File: src/hdl/gfa_pkg.sv
// ----------------------------------------------------------------------------
// gfa_pkg
// Shared types and constants of the Galois field arithmetic unit.
// ----------------------------------------------------------------------------
`default_nettype none

package gfa_pkg;

  localparam int ELEM_W  = 8;
  localparam int COUNT_W = 16;
  localparam int POLY_W  = 8;
  localparam logic [POLY_W-1:0] POLY_RESET = 8'd29;

  typedef enum logic [2:0] {
    OP_ADD      = 3'd0,
    OP_SUB      = 3'd1,
    OP_MUL      = 3'd2,
    OP_DIV      = 3'd3,
    OP_NEG      = 3'd4,
    OP_INV      = 3'd5,
    OP_MULTIPLE = 3'd6,
    OP_POWER    = 3'd7
  } op_t;

  typedef struct packed {
    op_t                operation;
    logic [ELEM_W-1:0]  operand_a;
    logic [ELEM_W-1:0]  operand_b;
    logic [COUNT_W-1:0] count;
  } request_t;

  typedef struct packed {
    logic [ELEM_W-1:0] result;
    logic              error;
  } response_t;

  typedef struct packed {
    logic valid;
    op_t  operation;
    logic singular;
  } ctl_t;

endpackage

`default_nettype wire

File: src/hdl/gfa_mul.sv
// ----------------------------------------------------------------------------
// gfa_mul
// Combinational GF(2^M) multiplier, shift-and-add with polynomial reduction.
// ----------------------------------------------------------------------------
`default_nettype none

module gfa_mul #(
  parameter int FIELD_BITS = 8
) (
  input  wire logic [FIELD_BITS-1:0] a,
  input  wire logic [FIELD_BITS-1:0] b,
  input  wire logic [FIELD_BITS-1:0] poly,
  output logic      [FIELD_BITS-1:0] p
);

  always_comb begin
    logic [FIELD_BITS-1:0] acc;
    acc = '0;
    for (int i = FIELD_BITS - 1; i >= 0; i--) begin
      acc = {acc[FIELD_BITS-2:0], 1'b0} ^ (acc[FIELD_BITS-1] ? poly : '0);
      if (b[i]) begin
        acc = acc ^ a;
      end
    end
    p = acc;
  end

endmodule

`default_nettype wire

File: src/hdl/gfa_stage.sv
// ----------------------------------------------------------------------------
// gfa_stage
// One pipeline step, registered: a square-and-multiply step of the power chain
// and, if STEP < FIELD_BITS, one Gauss-Jordan column of the inversion system.
// ----------------------------------------------------------------------------
`default_nettype none

module gfa_stage #(
  parameter int FIELD_BITS = 8,
  parameter int STEP       = 0
) (
  input  wire logic                         clk,
  input  wire logic                         rst,
  input  wire logic [FIELD_BITS-1:0]        poly,
  input  wire gfa_pkg::ctl_t                ctl_in,
  input  wire logic [FIELD_BITS-1:0]        a_in,
  input  wire logic [gfa_pkg::COUNT_W-1:0]  count_in,
  input  wire logic [FIELD_BITS-1:0]        base_in,
  input  wire logic [FIELD_BITS-1:0]        acc_in,
  input  wire logic [FIELD_BITS:0]          rows_in [FIELD_BITS],
  output gfa_pkg::ctl_t                     ctl_out,
  output logic      [FIELD_BITS-1:0]        a_out,
  output logic      [gfa_pkg::COUNT_W-1:0]  count_out,
  output logic      [FIELD_BITS-1:0]        base_out,
  output logic      [FIELD_BITS-1:0]        acc_out,
  output logic      [FIELD_BITS:0]          rows_out [FIELD_BITS]
);

  logic [FIELD_BITS-1:0] prod;
  logic [FIELD_BITS-1:0] square;
  logic [FIELD_BITS:0]   rows_next [FIELD_BITS];
  logic                  singular_next;

  gfa_mul #(.FIELD_BITS(FIELD_BITS)) u_mul (
    .a(acc_in), .b(base_in), .poly(poly), .p(prod)
  );

  gfa_mul #(.FIELD_BITS(FIELD_BITS)) u_sqr (
    .a(base_in), .b(base_in), .poly(poly), .p(square)
  );

  generate
    if (STEP < FIELD_BITS) begin : g_elim
      always_comb begin
        logic                  found;
        logic [FIELD_BITS:0]   prow;
        logic [FIELD_BITS:0]   tmp [FIELD_BITS];
        int                    pidx;
        found = 1'b0;
        pidx  = STEP;
        for (int r = STEP; r < FIELD_BITS; r++) begin
          if (!found && rows_in[r][STEP]) begin
            found = 1'b1;
            pidx  = r;
          end
        end
        prow = rows_in[pidx];
        tmp  = rows_in;
        tmp[pidx] = rows_in[STEP];
        tmp[STEP] = prow;
        for (int r = 0; r < FIELD_BITS; r++) begin
          if (r != STEP && found && tmp[r][STEP]) begin
            tmp[r] = tmp[r] ^ prow;
          end
        end
        rows_next     = tmp;
        singular_next = ctl_in.singular | ~found;
      end
    end else begin : g_pass
      always_comb begin
        rows_next     = rows_in;
        singular_next = ctl_in.singular;
      end
    end
  endgenerate

  always_ff @(posedge clk) begin
    if (rst) begin
      ctl_out.valid <= 1'b0;
    end else begin
      ctl_out.valid <= ctl_in.valid;
    end
    ctl_out.operation <= ctl_in.operation;
    ctl_out.singular  <= singular_next;
    a_out     <= a_in;
    count_out <= count_in;
    base_out  <= square;
    acc_out   <= count_in[STEP] ? prod : acc_in;
    rows_out  <= rows_next;
  end

endmodule

`default_nettype wire

File: config.mk
export PLATFORM = sky130hd
export DESIGN_NAME = gfa_stage
export DESIGN_NICKNAME = d
export VERILOG_FILES = /design/src/hdl/gfa_pkg.sv /design/src/hdl/gfa_mul.sv /design/src/hdl/gfa_stage.sv
export SDC_FILE = /design/constraint.sdc
export NUM_CORES = 1
export LEC_CHECK = 0
export BUFFER_PORTS_ARGS = -buffer_cell sky130_fd_sc_hd__buf_4
export CORE_MARGIN = 2
export CORE_UTILIZATION = 54
export CTS_CLUSTER_SIZE = 28
export DETAILED_ROUTE_END_ITERATION = 8
export PLACE_DENSITY = 0.85
export SKIP_CTS_REPAIR_TIMING = 1
export SYNTH_ARGS = -nofsm -noshare
export SYNTH_HDL_FRONTEND = slang
export SYNTH_HIERARCHICAL = 1
export SYNTH_SLANG_ARGS = --single-unit
File: constraint.sdc
create_clock -name clk -period 5 [get_ports clk]
set_clock_uncertainty 0.1 [all_clocks]
set_input_delay 0.75 -clock clk [delete_from_list [all_inputs] [get_ports clk]]
set_output_delay 0.75 -clock clk [all_outputs]
set_load 0.05 [all_outputs]
==> summary.txt <==
final hold vios: 0
total CTS buffers: 17
Worst-Margin Slew: 1.28 ns
crit-path max FO: 45
pin count of the biggest net entering global routing: 46
Worst Path Required: 5.20 ns
share of cells above drive strength 1: 0.264
first-pass GRT wire length: 43,700 um
Setup crit start kind: input port
setup tns final: 0 ns
most used flip-flop cell after synthesis: dfxtp_1
met1 Resource Use GR: 0.378
Mapped Area: 9170 um2
DRT iter0 DRCs: 1,177
port buffer count: 243
most common cell after layout, fill and taps aside: buf_4
Final setup viols: 0
Worst Path Arrival: 4.29 ns
die area: 18,000 um2
Slew Viols, Final: 0
Vias: 9,329
placer congestion estimate: 0.929
DRC violations left: 0
Post-DP HPWL: 20,400 um
synthesis-to-finish area growth: 24.6%
Post-DP Area: 10,800 um2
Most Used Layer, Global Route: met2
Post-DRT Antenna Nets: 0
H-tree Lvls: 4
max_cap viols: 0
CTS sink cnt: 117
commonest cells after routing, fill and taps aside: buf_4 (250), nand2_1 (222), xnor2_1 (134)
Worst Hold Class: in2reg
hold path depth: 1
post-layout min period: 4.10 ns
part of the cycle the worst path needs: 0.819
routed len/inst: 18.0 um
drt via density: 5.87
grt total ovfl: 0
ANT cells: 0
RSZ-0062 raised after global routing: false
hold_ws: 0.334 ns
Ports: 244
sequential area share after synthesis: 0.256
relative slew slack: 0.148
met2 GRT Util: 0.521
CTS tree: done
overall power: 5.11 mW
grt met3 use: 0.0503
starting density of the core: 0.553
Pre-Repair DR Iteration Count: 8
Post-synth ARST share: 0
Max Freq: 244 MHz
vias in the first global route: 8,307
Synth cell types: 78
WL final: 28,500 um
crit path capture type: register
Finished Cell Area: 11,400 um2
initial antenna violation count: 0
Core Box Area: 16,600 um2
Yosys reg bits: 117
clk root buf: clkbuf_16
kind of critical path: in2reg
synthesized area per cell: 7.73 um2
leak pwr: 4.98 nW
clk buf depth: 2
Die Span Y: 134 um
GRT Total Usage: 0.302
Rows: 47
Clk pin slew, worst setup/hold paths: 0.06 ns
die width: 134 um
maximum vdd drop: 0.000275 V
Nets: 1,483
Synth Instances: 1,186
status: finished, final reports clean
synth warn: 6
PwrDens: 447 nW/um2
Post-synth EDFFs: 0
[sequential cells by signal, indices dropped and copies added (netlist names)]
| name | cells |
|---|---|
| rows_out | 72 |
| count_out | 16 |
| a_out | 8 |
| acc_out | 8 |
| base_out | 8 |
| ctl_out | 5 |
[worst paths after layout]
path        from            endpoint
max   base_in[7]  acc_out[4]$_DFF_P_
min      a_in[1]    a_out[1]$_DFF_P_
[worst max-delay path: stages]
cell       delay (ns)
buf_4            0.37
inv_1            0.24
a21oi_2          0.26
nand4_1          0.19
a22oi_1          0.34
o2111ai_1        0.13
nor3b_2          0.20
xnor2_2          0.27
xor2_1           0.51
buf_4            0.24
a31oi_1          0.09
o311ai_1         0.30
xnor2_1          0.11
mux2_2           0.26
[metal layers]
metal / vias up / share of wire / wire length [um]
li1: 4409 / - / -
met1: 4336 / 0.40 / 11400
met2: 528 / 0.49 / 14000
met3: 56 / 0.084 / 2410
met4: 0 / 0.027 / 759
met5: - / 0 / 0
[where the power goes]
group / switching, mW / internal, mW
sequential: 0.0487 / 1.09
clock: 0.466 / 0.789
combinational: 1.63 / 1.09
total: 2.15 / 2.96
[cells in the mapped netlist, types with 19 or more instances]
master	n	area share
o21ai_0	63	0.034
and3_1	21	0.014
nor3b_1	19	0.016
nand2_1	222	0.091
xnor2_1	134	0.13
nor2_1	48	0.020
a21oi_1	45	0.025
dfxtp_1	117	0.26
xor2_1	31	0.030
a31oi_1	23	0.016
inv_1	46	0.019
o211ai_1	23	0.019
buf_2	27	0.015
clkbuf_1	55	0.023
a22oi_1	20	0.016
[cells by family (layout without fill, tap and decap cells)]
logic type | count (synthesis) | count (layout) | share of synthesized area
AO/OA/AOI/OAI | 305 | 305 | 0.237
buffers and inverters | 152 | 329 | 0.0766
XOR/XNOR | 183 | 183 | 0.195
flip-flops | 117 | 117 | 0.256
other | 1 | 7 | 0.000409
AND/OR/NAND/NOR | 414 | 414 | 0.219
multiplexers | 14 | 14 | 0.0164
[through the flow]
step,util,setup slack [ns],instances
6_report,0.689,0.904,1589
2_1_floorplan,-,1.13,1192
3_5_place_dp,0.652,0.579,1557
4_1_cts,0.689,0.999,1589
3_3_place_gp,0.652,0.654,1557
5_1_grt,0.689,0.684,1589
[final cells by class]
type | instances | area (um2)
Clock buffer | 18 | 429
Clock inverter | 14 | 176
Fill cell | 1334 | 5160
Inverter | 47 | 176
Multi-Input combinational cell | 923 | 6140
Sequential cell | 117 | 2340
Tap cell | 220 | 275
Timing Repair Buffer | 250 | 1880
Note: power is estimated with default switching activity, not from simulation.
