File: config.mk
export PLATFORM = sky130hd
export DESIGN_NAME = gfa_mul
export DESIGN_NICKNAME = d
export VERILOG_FILES = /design/src/hdl/gfa_mul.sv
export SDC_FILE = /design/constraint.sdc
export NUM_CORES = 1
export LEC_CHECK = 0
export BUFFER_PORTS_ARGS = -buffer_cell sky130_fd_sc_hd__buf_2
export CAP_MARGIN = 20
export CORE_ASPECT_RATIO = 1.2
export CORE_MARGIN = 5
export CORE_UTILIZATION = 62
export DETAILED_ROUTE_END_ITERATION = 10
export GPL_TIMING_DRIVEN = 0
export PLACE_DENSITY = 0.87
export SYNTH_ARGS = -nofsm -noshare
export SYNTH_HDL_FRONTEND = slang
export SYNTH_SLANG_ARGS = --single-unit
export TNS_END_PERCENT = 5
File: constraint.sdc
create_clock -name vclk -period 4.4
set_clock_uncertainty 0.2 [all_clocks]
set_input_delay 0.44 -clock vclk [all_inputs]
set_output_delay 0.44 -clock vclk [all_outputs]
set_load 0.1 [all_outputs]
File: src/hdl/gfa_mul.sv
// ----------------------------------------------------------------------------
// gfa_mul
// Combinational GF(2^M) multiplier, shift-and-add with polynomial reduction.
// ----------------------------------------------------------------------------
`default_nettype none

module gfa_mul #(
  parameter int FIELD_BITS = 8
) (
  input  wire logic [FIELD_BITS-1:0] a,
  input  wire logic [FIELD_BITS-1:0] b,
  input  wire logic [FIELD_BITS-1:0] poly,
  output logic      [FIELD_BITS-1:0] p
);

  always_comb begin
    logic [FIELD_BITS-1:0] acc;
    acc = '0;
    for (int i = FIELD_BITS - 1; i >= 0; i--) begin
      acc = {acc[FIELD_BITS-2:0], 1'b0} ^ (acc[FIELD_BITS-1] ? poly : '0);
      if (b[i]) begin
        acc = acc ^ a;
      end
    end
    p = acc;
  end

endmodule

`default_nettype wire

==> results of run 1 <==
-- final cells by class --
class                      instances  area [sq um]  share of cell area
buffer                            29           166              0.0651
inverter                          10          37.5              0.0147
multi-input combinational        283          2100               0.820
tap                               37          46.3              0.0181
timing repair buffer              28           209              0.0817
-- stage by stage --
step	util	setup TNS (ns)
after floorplan	-	-1.10
after global placement	0.699	-1.26
after detailed placement	0.699	-1.81
after CTS	0.718	-0.0712
after global routing	0.760	-0.401
final	0.760	0
-- cell families (layout without fill, tap and decap cells) --
kind of cell,after synthesis,after routing,synth area share
and+or+nand+nor,131,131,0.278
muxes,1,1,0.00461
xor gates and xnor gates,90,90,0.406
buffers and inverters,40,67,0.0916
AOI/OAI and AO/OA,61,61,0.221
-- worst paths after layout --
| path | from | endpoint | slack [ns] |
|---|---|---|---|
| setup / recovery | b[7] | p[1] | 0.05 |
| hold / removal | b[0] | p[0] | 1.24 |
-- what timing repair did --
action                                  in CTS  in global routing
resized for setup                           16                 21
pin swaps                                    0                 10
buffers inserted                             1                  8
gates cloned                                 0                  1
endpoints found under the setup margin       8                  8
-- metal layers --
| metal | track usage | up-vias | part of all wire |
|---|---|---|---|
| met5 | 0 | - | 0 |
| met1 | 0.285 | 1093 | 0.42 |
| li1 | - | 1119 | - |
| met3 | 0.00896 | 11 | 0.041 |
| met4 | 0.0416 | 0 | 0.014 |
| met2 | 0.429 | 60 | 0.53 |
-- critical path: stages --
cell      delay (ns)
buf_2           0.10
clkbuf_4        0.18
xor2_1          0.19
a21o_1          0.21
a211o_1         0.33
nand2_1         0.10
xnor3_2         0.37
and2_1          0.21
xnor3_2         0.44
buf_2           0.18
o31a_1          0.25
o311ai_2        0.31
xnor2_2         0.17
buf_8           0.22
-- placed cells by master, fill, tap and decap left out, types with 8 or more instances in the layout --
cell and count:
nor2_1 8, o21ai_0 9, inv_1 10, buf_6 8, nand2_1 87, xnor2_2 11, buf_4 14, clkbuf_1 14
xnor2_1 60, buf_2 17, xor2_1 11
==> results.md, run 1 <==
* Critical setup path kind: in -> out
* Placed cell areas at 0.00235 sq mm
* Fin crit share at 0.988
* Register area at 0 sq um
* Max Clk Rate at 230 MHz
* Post-Syn Area at 0.00217 sq mm
* Initial DRC Count at 177
* Global-route wire length before repair at 9320 um
* Pre-Repair DR Iteration Count at 4
* Routed Antenna Nets at 0
* Worst Path Required at 3.76 ns
* Worst path arrival time at 3.71 ns
* Most frequent cells after synthesis: nand2_1 (87), xnor2_1 (67), clkbuf_1 (15)
* DIE HEIGHT at 74.8 um
* Count of final hold-check violations at 0
* Dpl ws at -0.351 ns
* Hold Path Cell Cnt at 4
* Synth area leader: xnor2_1
* CP Capture Type: primary output
* Die extent in x at 64.0 um
* # rows at 23
* Seq cells at 0
* Largest net degree at the start of global routing at 11
* DPL Wire Length at 4230 um
* Startpoint types: input pin
* # DRC at 0
* CORE AREA at 0.00337 sq mm
* Initial Util at 0.645
* Crit-path max FO at 10
* Yosys top cell area share at 0.270
* Clock buf count at 0
* Initial antenna violation count at 0
* Mapped Nets at 347
* Minimum clock period at 4.35 ns
* Hold Buf Count CTS at 0
* Worst-margin pin slew at 0.635 ns
* RSZ-0062 raised after global routing: yes
* Worst setup margin at 0.0512 ns
* Top cells by area, synth: xnor2_1 (27%), nand2_1 (15%), xor2_1 (5.6%), xnor3_1 (4.1%), xnor2_2 (3.0%)
* All-layer global routing usage at 0.226
* Max-slew headroom at 0.577
* Area delta synth->final at 17.7%
* Routability-driven placement congestion ratio at 0.858
* I/O Buffers at 18
* Design area at 0.00256 sq mm
* Cell Count, Final, Fillers Out at 387
* Share of layout cells above drive strength 1 at 0.249
* Final hold slack at 1.24 ns
* Drt total wl at 5620 um
* Yosys warning total at 0
* Sequential-to-total area share from yosys stat at 0
* Fill cell count at 248
* Placed Cells at 378
* Via count at 2283
* Status: finished clean
* Via/cell ratio at 5.90
* Final setup fails at 0
* Gr ovfl total at 0
* Final-report max-slew violation count at 0
* Nets at 376
* Distinct cells, synth at 55
* WL/cell at 14.5 um
* I/O pins at 32
* Vias in the first global route at 2092
* N_diodes at 0
* Mean Syn Cell Area at 6.72 sq um
* Die area at 0.00479 sq mm
* Mapped Cells at 323
* Cell with the most instances after synthesis: nand2_1
* Max cap viols at 0
* Path category of the worst min-delay check: in -> out
Power of run 1 is left out: the tool's default activity adds up to more than one toggle a clock period on the data nets, which glitch-free logic cannot reach.
==> run 2, diff against run 1 <==
--- a/config.mk
+++ b/config.mk
@@ -9,10 +9,10 @@
 export CAP_MARGIN = 20
 export CORE_ASPECT_RATIO = 1.2
 export CORE_MARGIN = 5
-export CORE_UTILIZATION = 62
+export CORE_UTILIZATION = 66
 export DETAILED_ROUTE_END_ITERATION = 10
 export GPL_TIMING_DRIVEN = 0
-export PLACE_DENSITY = 0.87
+export PLACE_DENSITY = 0.91
 export SYNTH_ARGS = -nofsm -noshare
 export SYNTH_HDL_FRONTEND = slang
 export SYNTH_SLANG_ARGS = --single-unit
==> constraint.sdc (replaced) <==
create_clock -name vclk -period 5.6
set_clock_uncertainty 0.2 [all_clocks]
set_input_delay 0.56 -clock vclk [all_inputs]
set_output_delay 0.56 -clock vclk [all_outputs]
set_load 0.1 [all_outputs]
==> results.md, run 2 (synthesis results as in run 1) <==
* Via/cell ratio at 5.85 (-0.76%)
* DIE HEIGHT at 72.8 um (-2.7%)
* Via count at 2207 (-3.3%)
* Slowest stage delay, CP at 0.51 ns (+0.07 ns)
* Worst path arrival time at 4.16 ns (+0.45 ns)
* # DRC at 0 (unchanged)
* Routed Antenna Nets at 0 (unchanged)
* Max cap viols at 0 (unchanged)
* Largest net degree at the start of global routing at 11 (unchanged)
* # rows at 22 (-4.3%)
* Die area at 0.00454 sq mm (-5.2%)
* Pre-Repair DR Iteration Count at 4 (unchanged)
* Gr ovfl total at 0 (unchanged)
* Critical setup path kind: in -> out
* Hold Path Cell Cnt at 4 (unchanged)
* RSZ-0062 raised after global routing: no
* Hold Buf Count CTS at 0 (unchanged)
* CP Capture Type: primary output
* Startpoint types: input pin
* Crit-path max FO at 10 (unchanged)
* CORE AREA at 0.00311 sq mm (-7.6%)
* Setup bufs post-CTS at 0 (-1)
* Commonest non-fill, non-tap cells in the layout: nand2_1 (87), xnor2_1 (67), buf_2 (27)
* I/O Buffers at 18 (unchanged)
* Drt total wl at 5020 um (-11%)
* Seq cells at 0 (unchanged)
* Die extent in x at 62.4 um (-2.6%)
* Max-slew headroom at 0.580 (+0.00372)
* Vias in the first global route at 2065 (-1.3%)
* Nets at 367 (-2.4%)
* Final setup fails at 0 (unchanged)
* Minimum clock period at 4.92 ns
* Path category of the worst min-delay check: in -> out
* Routability-driven placement congestion ratio at 0.889 (+3.6%)
* Worst Path Required at 4.84 ns (+1.08 ns)
* Worst Hold Path EP: p[0]
* Clock buf count at 0 (unchanged)
* Fin crit share at 0.878
* Hold_sp: b[0]
* Worst path bufs/invs at 3 (-1)
* DPL Wire Length at 4000 um (-5.3%)
* Count of final hold-check violations at 0 (unchanged)
* Register area at 0 sq um (unchanged)
* Initial Util at 0.698 (+0.0532)
* Status: finished clean
* Post-cts sizing count at 0 (-16)
* Worst path top cell family by delay: XOR/XNOR gates
* Global-route wire length before repair at 8780 um (-5.8%)
* Most common cell after layout, fill and taps aside: nand2_1
* CP max-delay cell: xnor2_1
* Initial DRC Count at 176 (-0.56%)
* Share of layout cells above drive strength 1 at 0.164 (-0.0843)
* Area delta synth->final at 6.22%
* N_diodes at 0 (unchanged)
* Final setup TNS at 0 ns (unchanged)
* Worst-margin pin slew at 0.625 ns (-0.0101 ns)
* Final-report max-slew violation count at 0 (unchanged)
* All-layer global routing usage at 0.218 (-0.00866)
* Worst-path cell chain: buf_2, buf_2, nand2_1, xor2_1, or3b_4, nand2_1, xnor3_1, and2_1, xnor2_1, xnor2_1, a31oi_1, o311ai_1, xnor2_1, buf_2
* Max Clk Rate at 203 MHz
* I/O pins at 32 (unchanged)
* Initial antenna violation count at 0 (unchanged)
* WL/cell at 13.3 um (-8.3%)
run 2: cell count changes in the layout (fill, tap and decap cells not counted), sizes merged:
| cell | before | now |
|---|---|---|
| buf | 41 | 33 |
| clkbuf | 16 | 15 |
run 2: worst max-delay path by stage:
stage          startpoint   end  slack [ns]  cells after the start
6_report             b[6]  p[2]        0.68                     14
5_1_grt              a[4]  p[2]        0.45                     14
4_1_cts              b[6]  p[2]        0.70                     14
3_5_place_dp         b[6]  p[2]        0.70                     14
3_3_place_gp         b[6]  p[2]        0.75                     14
2_1_floorplan        b[6]  p[6]        0.16                     13
run 2: final cells by class:
class	instances	area [sq um]
Multi-Input combinational cell	283	1970
Fill cell	256	803
Buffer	30	161
Timing Repair Buffer	18	90.1
Tap cell	36	45.0
Inverter	10	37.5
run 2: routing by layer:
metal  part of all wire  global-route usage  vias up
met3              0.033             0.00924        2
met4             0.0056              0.0425        0
met2               0.52               0.421       45
li1                   -                   -     1104
met1               0.44               0.266     1056
met5                  0                   0        -
run 2: metrics by stage:
stage / utilization / instance area, sq um / setup slack (ns) / instances / hold slack (ns)
2_1_floorplan: - / 2170 / 0.156 / 323 / 1.68
6_report: 0.742 / 2310 / 0.683 / 377 / 1.56
3_5_place_dp: 0.742 / 2310 / 0.703 / 377 / 1.56
3_3_place_gp: 0.742 / 2310 / 0.753 / 377 / 1.56
5_1_grt: 0.742 / 2310 / 0.452 / 377 / 1.61
4_1_cts: 0.742 / 2310 / 0.703 / 377 / 1.56
run 2: worst min-delay path: stages:
cell      delay [ns]
clkbuf_1        0.17
nand2_1         0.12
xor2_1          0.06
buf_2           0.28
Power of run 2 is left out for the same reason.
